===== src/rtl/core/cmdpv_pkg.sv =====
// ----------------------------------------------------------------------------
// Command line parser package
// Shared types and constants for the character-serial command line parser.
// ----------------------------------------------------------------------------
`default_nettype none

package cmdpv_pkg;

   typedef enum logic [5:0] {
      PH_START  = 6'b000001,
      PH_CODE   = 6'b000010,
      PH_SKIP   = 6'b000100,
      PH_GAP    = 6'b001000,
      PH_SIGN   = 6'b010000,
      PH_DIGITS = 6'b100000
   } phase_type;

   localparam logic [1:0] WORD_OTHER   = 2'd0;
   localparam logic [1:0] WORD_MACHINE = 2'd1;
   localparam logic [1:0] WORD_MOTION  = 2'd2;

   localparam logic [1:0] ERR_NONE      = 2'd0;
   localparam logic [1:0] ERR_MISSING_P = 2'd1;
   localparam logic [1:0] ERR_MISSING_I = 2'd2;

   localparam logic [3:0] MACHINE_UNKNOWN = 4'd15;
   localparam logic [3:0] MACHINE_M99     = 4'd14;
   localparam logic [3:0] MACHINE_M10     = 4'd8;
   localparam logic [3:0] MACHINE_M11     = 4'd9;
   localparam logic [3:0] MACHINE_M12     = 4'd10;
   localparam logic [3:0] MACHINE_M14     = 4'd12;
   localparam logic [3:0] MACHINE_M15     = 4'd13;
   localparam logic [1:0] MOTION_UNKNOWN  = 2'd2;

   localparam logic [9:0] CODE_MAX = 10'd1023;
   localparam logic [9:0] CODE_99  = 10'd99;

   localparam logic [7:0] CHAR_M     = 8'h4D;
   localparam logic [7:0] CHAR_G     = 8'h47;
   localparam logic [7:0] CHAR_I     = 8'h49;
   localparam logic [7:0] CHAR_P     = 8'h50;
   localparam logic [7:0] CHAR_MINUS = 8'h2D;
   localparam logic [7:0] CHAR_SPACE = 8'h20;
   localparam logic [7:0] CHAR_ZERO  = 8'h30;
   localparam logic [7:0] CHAR_NINE  = 8'h39;
   localparam logic [7:0] CHAR_LOW_A = 8'h61;
   localparam logic [7:0] CHAR_LOW_Z = 8'h7A;
   localparam logic [7:0] CASE_GAP   = 8'h20;

   typedef struct packed {
      logic [1:0] word_kind;
      logic [9:0] code;
      logic       code_seen;
      logic       has_i;
      logic       has_p;
   } summary_type;

   typedef struct packed {
      logic [3:0] machine_code;
      logic [1:0] motion_code;
      logic       is_valid;
      logic [1:0] error_kind;
   } verdict_type;

   function automatic logic [7:0] fold_upper(input logic [7:0] c);
      logic [7:0] r;
      r = c;
      if (c >= CHAR_LOW_A && c <= CHAR_LOW_Z) begin
         r = c - CASE_GAP;
      end
      return r;
   endfunction

   function automatic logic is_digit(input logic [7:0] c);
      return (c >= CHAR_ZERO) && (c <= CHAR_NINE);
   endfunction

endpackage

`default_nettype wire


===== src/rtl/core/cmdpv_validate.sv =====
// ----------------------------------------------------------------------------
// Command validation
// Maps the parsed word and code to command indexes and checks that the
// parameters each command requires are present.
// ----------------------------------------------------------------------------
`default_nettype none

module cmdpv_validate (
   input  wire cmdpv_pkg::summary_type summary,
   output cmdpv_pkg::verdict_type      verdict
);

   logic [3:0] machine_idx;
   logic [1:0] motion_idx;
   logic       needs_i;

   always_comb begin
      machine_idx = cmdpv_pkg::MACHINE_UNKNOWN;
      if (summary.code_seen) begin
         if (summary.code <= 10'd1) begin
            machine_idx = summary.code[3:0];
         end else if (summary.code >= 10'd4 && summary.code <= 10'd15) begin
            machine_idx = summary.code[3:0] - 4'd2;
         end else if (summary.code == cmdpv_pkg::CODE_99) begin
            machine_idx = cmdpv_pkg::MACHINE_M99;
         end
      end

      motion_idx = cmdpv_pkg::MOTION_UNKNOWN;
      if (summary.code_seen && summary.code <= 10'd1) begin
         motion_idx = {1'b0, summary.code[0]};
      end

      needs_i = (machine_idx == cmdpv_pkg::MACHINE_M10) ||
                (machine_idx == cmdpv_pkg::MACHINE_M11) ||
                (machine_idx == cmdpv_pkg::MACHINE_M12) ||
                (machine_idx == cmdpv_pkg::MACHINE_M14) ||
                (machine_idx == cmdpv_pkg::MACHINE_M15);

      verdict.machine_code = cmdpv_pkg::MACHINE_UNKNOWN;
      verdict.motion_code  = cmdpv_pkg::MOTION_UNKNOWN;
      verdict.is_valid     = 1'b1;
      verdict.error_kind   = cmdpv_pkg::ERR_NONE;

      unique case (summary.word_kind)
         cmdpv_pkg::WORD_MACHINE: begin
            verdict.machine_code = machine_idx;
            if (needs_i && !summary.has_i) begin
               verdict.is_valid   = 1'b0;
               verdict.error_kind = cmdpv_pkg::ERR_MISSING_I;
            end
         end
         cmdpv_pkg::WORD_MOTION: begin
            verdict.motion_code = motion_idx;
            if (motion_idx != cmdpv_pkg::MOTION_UNKNOWN && !summary.has_p) begin
               verdict.is_valid   = 1'b0;
               verdict.error_kind = cmdpv_pkg::ERR_MISSING_P;
            end
         end
         default: begin
         end
      endcase
   end

endmodule

`default_nettype wire


===== src/rtl/core/command_line_parse_validate.sv =====
// ----------------------------------------------------------------------------
// Command line parser and validator
// Parses a G-code style command line one character per transaction and
// returns one validated command summary after the last character.
// ----------------------------------------------------------------------------
//
//   Channel   Direction   Ports                         Moves
//   req       in          req_valid, req_stall, req_*   one character, last flag
//   rsp       out         rsp_valid, rsp_stall, rsp_*   one parsed command
//
// One character is accepted per cycle unless a stalled result holds a last
// character in the input register. A character lands in the input register,
// the parse state is updated from it when it advances out of that register,
// and on the last character the result register is loaded at that same edge.
// Reset is synchronous and returns the parser to the start of a command. A
// stalled result blocks only a last character; other characters keep flowing.

`default_nettype none

module command_line_parse_validate #(
   parameter int VALUE_BITS = 32
) (
   input  wire logic               clock,
   input  wire logic               reset,
   input  wire logic               req_valid,
   output logic                    req_stall,
   input  wire logic [7:0]         req_char_code,
   input  wire logic               req_last_char,
   output logic                    rsp_valid,
   input  wire logic               rsp_stall,
   output logic [1:0]              rsp_word_kind,
   output logic [3:0]              rsp_machine_code,
   output logic [1:0]              rsp_motion_code,
   output logic signed [31:0]      rsp_i_value,
   output logic                    rsp_has_i,
   output logic signed [31:0]      rsp_p_value,
   output logic                    rsp_has_p,
   output logic                    rsp_is_valid,
   output logic [1:0]              rsp_error_kind
);

   localparam int PROD_BITS = VALUE_BITS + 4;
   localparam logic [VALUE_BITS-1:0] VALUE_LIMIT = {1'b0, {(VALUE_BITS-1){1'b1}}};

   logic                        in_valid_ff;
   logic                        in_valid_in;
   logic [7:0]                  in_char_ff;
   logic                        in_last_ff;

   cmdpv_pkg::phase_type        phase_ff, phase_in;
   logic [1:0]                  kind_ff, kind_in;
   logic [9:0]                  code_ff, code_in;
   logic                        seen_ff, seen_in;
   logic [7:0]                  letter_ff, letter_in;
   logic                        neg_ff, neg_in;
   logic [VALUE_BITS-1:0]       acc_ff, acc_in;
   logic signed [VALUE_BITS-1:0] i_reg_ff, i_reg_in;
   logic                        i_pres_ff, i_pres_in;
   logic signed [VALUE_BITS-1:0] p_reg_ff, p_reg_in;
   logic                        p_pres_ff, p_pres_in;

   logic                        rsp_valid_ff, rsp_valid_in;
   logic [1:0]                  word_kind_ff;
   cmdpv_pkg::verdict_type      verdict_ff;
   logic signed [31:0]          i_value_ff;
   logic                        has_i_ff;
   logic signed [31:0]          p_value_ff;
   logic                        has_p_ff;

   logic                        out_free;
   logic                        advance;
   logic [7:0]                  upper;
   logic                        digit;
   logic [3:0]                  digit_val;
   logic [13:0]                 code_prod;
   logic [9:0]                  code_next;
   logic [PROD_BITS-1:0]        val_prod;
   logic [VALUE_BITS-1:0]       val_next;
   logic signed [VALUE_BITS-1:0] commit_val;
   logic signed [VALUE_BITS-1:0] fin_val;
   logic                        do_commit;
   logic                        do_gap;
   logic signed [VALUE_BITS-1:0] fin_i, fin_p;
   logic                        fin_i_pres, fin_p_pres;
   cmdpv_pkg::summary_type      summary;
   cmdpv_pkg::verdict_type      verdict;

   assign out_free    = !rsp_valid_ff || !rsp_stall;
   assign advance     = in_valid_ff && (!in_last_ff || out_free);
   assign req_stall   = in_valid_ff && !advance;
   assign in_valid_in = req_stall ? in_valid_ff : req_valid;

   assign upper     = cmdpv_pkg::fold_upper(in_char_ff);
   assign digit     = cmdpv_pkg::is_digit(in_char_ff);
   assign digit_val = 4'(in_char_ff - cmdpv_pkg::CHAR_ZERO);

   assign code_prod  = {1'b0, code_ff, 3'b000} + {3'b000, code_ff, 1'b0} + {10'd0, digit_val};
   assign code_next  = (code_prod > {4'd0, cmdpv_pkg::CODE_MAX}) ?
                       cmdpv_pkg::CODE_MAX : code_prod[9:0];
   assign val_prod   = {1'b0, acc_ff, 3'b000} + {3'b000, acc_ff, 1'b0}
                       + PROD_BITS'(digit_val);
   assign val_next   = (val_prod > PROD_BITS'(VALUE_LIMIT)) ?
                       VALUE_LIMIT : val_prod[VALUE_BITS-1:0];
   assign commit_val = neg_ff ? $signed(-acc_ff) : $signed(acc_ff);
   assign fin_val    = neg_in ? $signed(-acc_in) : $signed(acc_in);

   always_comb begin
      phase_in  = phase_ff;
      kind_in   = kind_ff;
      code_in   = code_ff;
      seen_in   = seen_ff;
      letter_in = letter_ff;
      neg_in    = neg_ff;
      acc_in    = acc_ff;
      i_reg_in  = i_reg_ff;
      i_pres_in = i_pres_ff;
      p_reg_in  = p_reg_ff;
      p_pres_in = p_pres_ff;
      do_commit = 1'b0;
      do_gap    = 1'b0;

      unique case (phase_ff)
         cmdpv_pkg::PH_START: begin
            if (upper == cmdpv_pkg::CHAR_M) begin
               kind_in  = cmdpv_pkg::WORD_MACHINE;
               phase_in = cmdpv_pkg::PH_CODE;
            end else if (upper == cmdpv_pkg::CHAR_G) begin
               kind_in  = cmdpv_pkg::WORD_MOTION;
               phase_in = cmdpv_pkg::PH_CODE;
            end else begin
               kind_in  = cmdpv_pkg::WORD_OTHER;
               phase_in = cmdpv_pkg::PH_SKIP;
            end
         end
         cmdpv_pkg::PH_CODE: begin
            if (digit) begin
               code_in = code_next;
               seen_in = 1'b1;
            end else begin
               do_gap = 1'b1;
            end
         end
         cmdpv_pkg::PH_GAP: begin
            do_gap = 1'b1;
         end
         cmdpv_pkg::PH_SIGN: begin
            if (in_char_ff == cmdpv_pkg::CHAR_MINUS) begin
               neg_in   = 1'b1;
               phase_in = cmdpv_pkg::PH_DIGITS;
            end else if (digit) begin
               acc_in   = val_next;
               phase_in = cmdpv_pkg::PH_DIGITS;
            end else begin
               do_commit = 1'b1;
               do_gap    = 1'b1;
            end
         end
         cmdpv_pkg::PH_DIGITS: begin
            if (digit) begin
               acc_in = val_next;
            end else begin
               do_commit = 1'b1;
               do_gap    = 1'b1;
            end
         end
         default: begin
         end
      endcase

      if (do_commit) begin
         if (letter_ff == cmdpv_pkg::CHAR_I) begin
            i_reg_in  = commit_val;
            i_pres_in = 1'b1;
         end else if (letter_ff == cmdpv_pkg::CHAR_P) begin
            p_reg_in  = commit_val;
            p_pres_in = 1'b1;
         end
      end

      if (do_gap) begin
         if (in_char_ff == cmdpv_pkg::CHAR_SPACE) begin
            phase_in = cmdpv_pkg::PH_GAP;
         end else begin
            letter_in = upper;
            neg_in    = 1'b0;
            acc_in    = '0;
            phase_in  = cmdpv_pkg::PH_SIGN;
         end
      end
   end

   // A parameter still open at the end of the line is committed here.
   always_comb begin
      fin_i      = i_reg_in;
      fin_i_pres = i_pres_in;
      fin_p      = p_reg_in;
      fin_p_pres = p_pres_in;
      if (phase_in == cmdpv_pkg::PH_SIGN || phase_in == cmdpv_pkg::PH_DIGITS) begin
         if (letter_in == cmdpv_pkg::CHAR_I) begin
            fin_i      = fin_val;
            fin_i_pres = 1'b1;
         end else if (letter_in == cmdpv_pkg::CHAR_P) begin
            fin_p      = fin_val;
            fin_p_pres = 1'b1;
         end
      end
      summary.word_kind = kind_in;
      summary.code      = code_in;
      summary.code_seen = seen_in;
      summary.has_i     = fin_i_pres;
      summary.has_p     = fin_p_pres;
   end

   cmdpv_validate u_validate (
      .summary (summary),
      .verdict (verdict)
   );

   always_comb begin
      rsp_valid_in = rsp_valid_ff;
      if (advance && in_last_ff) begin
         rsp_valid_in = 1'b1;
      end else if (!rsp_stall) begin
         rsp_valid_in = 1'b0;
      end
   end

   always_ff @(posedge clock) begin
      if (reset) begin
         in_valid_ff  <= 1'b0;
         rsp_valid_ff <= 1'b0;
      end else begin
         in_valid_ff  <= in_valid_in;
         rsp_valid_ff <= rsp_valid_in;
      end
   end

   always_ff @(posedge clock) begin
      if (req_valid && !req_stall) begin
         in_char_ff <= req_char_code;
         in_last_ff <= req_last_char;
      end
   end

   always_ff @(posedge clock) begin
      if (reset || (advance && in_last_ff)) begin
         phase_ff  <= cmdpv_pkg::PH_START;
         kind_ff   <= cmdpv_pkg::WORD_OTHER;
         code_ff   <= '0;
         seen_ff   <= 1'b0;
         letter_ff <= '0;
         neg_ff    <= 1'b0;
         acc_ff    <= '0;
         i_reg_ff  <= '0;
         i_pres_ff <= 1'b0;
         p_reg_ff  <= '0;
         p_pres_ff <= 1'b0;
      end else if (advance) begin
         phase_ff  <= phase_in;
         kind_ff   <= kind_in;
         code_ff   <= code_in;
         seen_ff   <= seen_in;
         letter_ff <= letter_in;
         neg_ff    <= neg_in;
         acc_ff    <= acc_in;
         i_reg_ff  <= i_reg_in;
         i_pres_ff <= i_pres_in;
         p_reg_ff  <= p_reg_in;
         p_pres_ff <= p_pres_in;
      end
   end

   always_ff @(posedge clock) begin
      if (advance && in_last_ff) begin
         word_kind_ff <= kind_in;
         verdict_ff   <= verdict;
         i_value_ff   <= 32'(fin_i);
         has_i_ff     <= fin_i_pres;
         p_value_ff   <= 32'(fin_p);
         has_p_ff     <= fin_p_pres;
      end
   end

   assign rsp_valid        = rsp_valid_ff;
   assign rsp_word_kind    = word_kind_ff;
   assign rsp_machine_code = verdict_ff.machine_code;
   assign rsp_motion_code  = verdict_ff.motion_code;
   assign rsp_i_value      = i_value_ff;
   assign rsp_has_i        = has_i_ff;
   assign rsp_p_value      = p_value_ff;
   assign rsp_has_p        = has_p_ff;
   assign rsp_is_valid     = verdict_ff.is_valid;
   assign rsp_error_kind   = verdict_ff.error_kind;

endmodule

`default_nettype wire


===== config.mk =====
export PLATFORM = sky130hd
export DESIGN_NAME = command_line_parse_validate
export DESIGN_NICKNAME = d
export VERILOG_FILES = /design/src/rtl/core/cmdpv_pkg.sv /design/src/rtl/core/cmdpv_validate.sv /design/src/rtl/core/command_line_parse_validate.sv
export SDC_FILE = /design/constraint.sdc
export NUM_CORES = 1
export LEC_CHECK = 0
export CAP_MARGIN = 20
export CORE_MARGIN = 1
export CORE_UTILIZATION = 65
export DETAILED_ROUTE_END_ITERATION = 8
export DONT_BUFFER_PORTS = 1
export PLACE_DENSITY = 0.85
export SYNTH_ARGS = -nofsm -noshare
export SYNTH_HDL_FRONTEND = slang
export SYNTH_SLANG_ARGS = --single-unit

===== constraint.sdc =====
create_clock -name clock -period 6.6 [get_ports clock]
set_input_delay 0.66 -clock clock [delete_from_list [all_inputs] [get_ports clock]]
set_output_delay 0.66 -clock clock [all_outputs]
set_load 0.03 [all_outputs]

==> Flow_metrics.wiki <==
{| class="wikitable"
! Metric !! Value
|-
| Result of the run || complete, no violations
|-
| Setup repair after global routing missed its margin || no
|-
| DR DRC count || 0
|-
| HP Class || in2reg
|-
| Source of the worst register-to-register timing path || in_char_ff[3]$_DFFE_PP_
|-
| Instance area at placement || 0.0147 sq mm
|-
| Worst hold slack across all endpoints || 0.189 ns
|-
| Int Power || 2.15 mW
|-
| Switching power || 0.622 mW
|-
| Average routed wire per standard cell || 22.0 um
|-
| Global-route wire length before repair || 68200 um
|-
| Area of the core region || 0.0219 sq mm
|-
| Critical Path Sink Type || flip-flop
|-
| Overall die width || 152 um
|-
| Adder-cell share of the synthesized area || 0.0820
|-
| Total GRT Usage || 0.377
|-
| Antenna violations before repair || 0
|-
| Power share of the combinational group || 0.028
|-
| Worst relative slew slack || 0.286
|-
| Most common library cells after synthesis || 205 x nor2_1, 193 x nand2_1, 128 x dfxtp_1, 123 x a21oi_1, 111 x o21ai_0
|-
| Sink Count || 214
|-
| Area fraction in compound gates after synthesis || 0.266
|-
| Number of distinct library cells after synthesis || 92
|-
| Number of hold buffers added after CTS || 0
|-
| Total Nets Final || 1789
|-
| Share of synthesized registers carrying an async set or reset || 0
|-
| Largest family of logic cells by synthesized area || compound AO/OA/AOI/OAI gates
|-
| Final Hold Violating Endpoints || 0
|-
| Post-synthesis instance area || 0.0146 sq mm
|-
| Post-synthesis register bit count || 214
|-
| GR Layer Usage met2 || 0.565
|-
| Cell area after layout || 0.0154 sq mm
|-
| Total Die Area || 0.0230 sq mm
|-
| Post-synth top area cell || edfxtp_1
|-
| Slack of the worst reg-to-reg path || 0.68 ns
|-
| Number of diodes added for antenna fixing || 0
|-
| Layer with the highest usage after global routing || met2
|-
| Most instantiated library cell after synthesis || nor2_1
|-
| Share of synthesized cell area in and, or, nand and nor gates || 0.195
|-
| Std cell rows || 54
|-
| Clock Root Buffer || clkbuf_16
|-
| Number of pins exceeding their max-slew limit in the final report || 0
|-
| Clock network fraction of design power || 0.462
|-
| VDD IR max || 0.176 mV
|-
| Clock buffer depth || 3
|-
| Tmin final || 5.92 ns
|-
| Overall routed net length || 43600 um
|-
| Number of nets in the synthesized netlist || 1858
|-
| Total vias in the final route || 13900
|-
| Number of global-route vias before repair || 12600
|-
| Achievable clock frequency || 0.169 GHz
|-
| Global-route track usage on met3 || 0.0644
|-
| Slew at the pin closest to its max-slew limit || 1.07 ns
|-
| Yosys warns || 0
|-
| Final estimated routing congestion in global placement || 1.05
|-
| Post-synthesis instance total || 1752
|-
| CTS tree || done
|-
| Number of flops mapped to enable cells by yosys || 86
|-
| Clock latency reported for the late side of the worst-skew pair || 0.53 ns
|-
| Net Sw Frac || 0.225
|-
| Count of buffers from port buffering || 0
|-
| Vias/cell || 7.02
|-
| Proportion of synthesized chip area in sequential cells || 0.354
|-
| PostCTS Resize Cnt || 0
|-
| Crit path kind || reg2reg
|-
| Max Cap Violations || 0
|-
| Multiplexer share of the synthesized area || 0.00980
|-
| Synthesis-to-layout area growth || 5.93%
|-
| Pleak || 5.76 nW
|-
| Clock transition time at the flip-flop clock pins of the worst setup and hold paths || 0.06 ns
|-
| Leading post-synthesis cells by cell area || edfxtp_1 18%, dfxtp_1 18%, ha_1 7.7%
|-
| I/O pin count || 92
|-
| Proportion of layout cells with a drive suffix above 1 || 0.0624
|-
| Worst clock skew || 0.0283 ns
|-
| Mean instance size in the synthesized netlist || 8.31 sq um
|-
| Core Util, Final || 0.704
|-
| Largest net degree at the start of global routing || 81
|-
| Share of Yosys cell area claimed by the top area cell type || 0.177
|-
| Final setup violation count || 0
|-
| Post-synth top flop || dfxtp_1
|-
| Cts bufs inserted || 23
|-
| Total power after layout || 2.77 mW
|-
| Die outline height || 152 um
|-
| Cell area power density || 180 mW/mm^2
|-
| CP Launch Type || flip-flop
|-
| Share of the clock period used by the worst path || 0.897
|-
| Effective utilization at floorplan || 0.665
|-
| Total iterations of the first detailed-routing run || 6
|-
| Total setup buffers inserted after CTS || 0
|-
| Data required time of the worst path || 6.86 ns
|-
| Placed wire-length estimate || 31000 um
|-
| Antenna violation net count after detailed routing || 0
|-
| Total negative slack || 0 ns
|-
| Peak fanout along the critical path || 10
|-
| First element of the critical path || in_char_ff[3]$_DFFE_PP_
|-
| Sequential Power Share || 0.510
|-
| Origin of the worst min-delay path || reset
|-
| Met1 layer usage reported by global route || 0.547
|-
| Residual overflow from global routing || 0
|-
| Starting DRT DRC Count || 1687
|-
| Arrival time worst endpoint || 6.19 ns
|-
| H-tree depth reported by CTS || 1
|-
| Xor and xnor area share after synthesis || 0.0506
|}
==> logic make-up (layout without fill, tap and decap cells) <==
group           after synthesis  after routing
mux                          14             14
simple gates                607            607
buf+inv                     157            105
compound gates              583            583
flops                       214            214
xor+xnor                     84             84
fa+ha+maj                    93             93
==> power groups by stage <==
stage               Clock [mW]  Sequential, mW  Combinational, mW
global placement             0            1.44             0.0717
floorplan                    0            1.44             0.0556
finish                    1.28            1.41             0.0769
CTS                       1.28            1.41             0.0743
detailed placement           0            1.44             0.0739
global route              1.33            1.42             0.0818
==> final cells by class <==
type / instances / area (sq um)
multi-input combinational: 1381 / 8830
fill: 1693 / 6470
sequential: 214 / 5140
clock buffer: 31 / 626
tap: 280 / 350
timing repair buffer: 26 / 215
inverter: 37 / 139
clock inverter: 11 / 114
==> through the flow <==
stage / std cells / setup WS (ns)
4_1_cts: 1979 / 0.821
5_1_grt: 1980 / 0.430
3_5_place_dp: 1937 / 0.867
3_3_place_gp: 1937 / 1.06
6_report: 1980 / 0.679
2_1_floorplan: 1752 / 1.60
==> cell usage in the layout (no fill, tap or decap), drive strengths merged, types with 6 or more instances in the layout <==
master	instances
nand4	21
nand3b	6
or2	7
a221oi	8
and3	11
nand3	31
or3	15
inv	38
o21a	15
a31oi	27
or4	11
o31ai	21
edfxtp	86
nor3	43
a211oi	83
and2	13
xor2	41
dfxtp	128
mux2i	12
a21o	16
clkinv	8
clkbuf	31
nand2b	11
o22ai	17
nor2	205
nand2	193
o211ai	64
ha	89
nor2b	6
o21ai	134
xnor2	43
buf	26
a22oi	7
nor4	19
a21oi	126
==> critical path: stages (launching register included) <==
cell	delay, ns
edfxtp_1	0.61
fa_1	0.54
fa_1	0.51
a211oi_2	0.30
o211ai_1	0.17
a21oi_2	0.30
o41ai_2	0.16
a31oi_1	0.23
xnor2_1	0.17
nor4_4	0.72
a31oi_1	0.41
a211oi_1	0.66
nand3_1	0.26
nor3_2	0.25
mux2i_1	0.28
o21ai_1	0.08
==> final timing paths <==
check	cells after the start	endpoint
max reg2reg	15	rsp_i_value[31]$_DFFE_PP_
min reg2reg	2	letter_ff[6]$_SDFFE_PP0P_
min	1	in_valid_ff$_SDFFE_PP0N_
max	15	rsp_i_value[31]$_DFFE_PP_
==> layer usage <==
| metal | part of all wire | routed length [um] |
|---|---|---|
| met2 | 0.43 | 18700 |
| met1 | 0.42 | 18400 |
| met5 | 0 | 0 |
| met3 | 0.12 | 5170 |
| met4 | 0.031 | 1340 |
==> registers in the layout, indices dropped and copies added, names as in the netlist, 4 cells and up <==
register	count
acc_ff	32
code_ff	10
i_reg_ff	32
in_char_ff	8
letter_ff	8
p_reg_ff	32
phase_ff	6
rsp_i_value	32
rsp_machine_code	4
rsp_p_value	32
No activity file was read; power rests on OpenSTA's default activity.
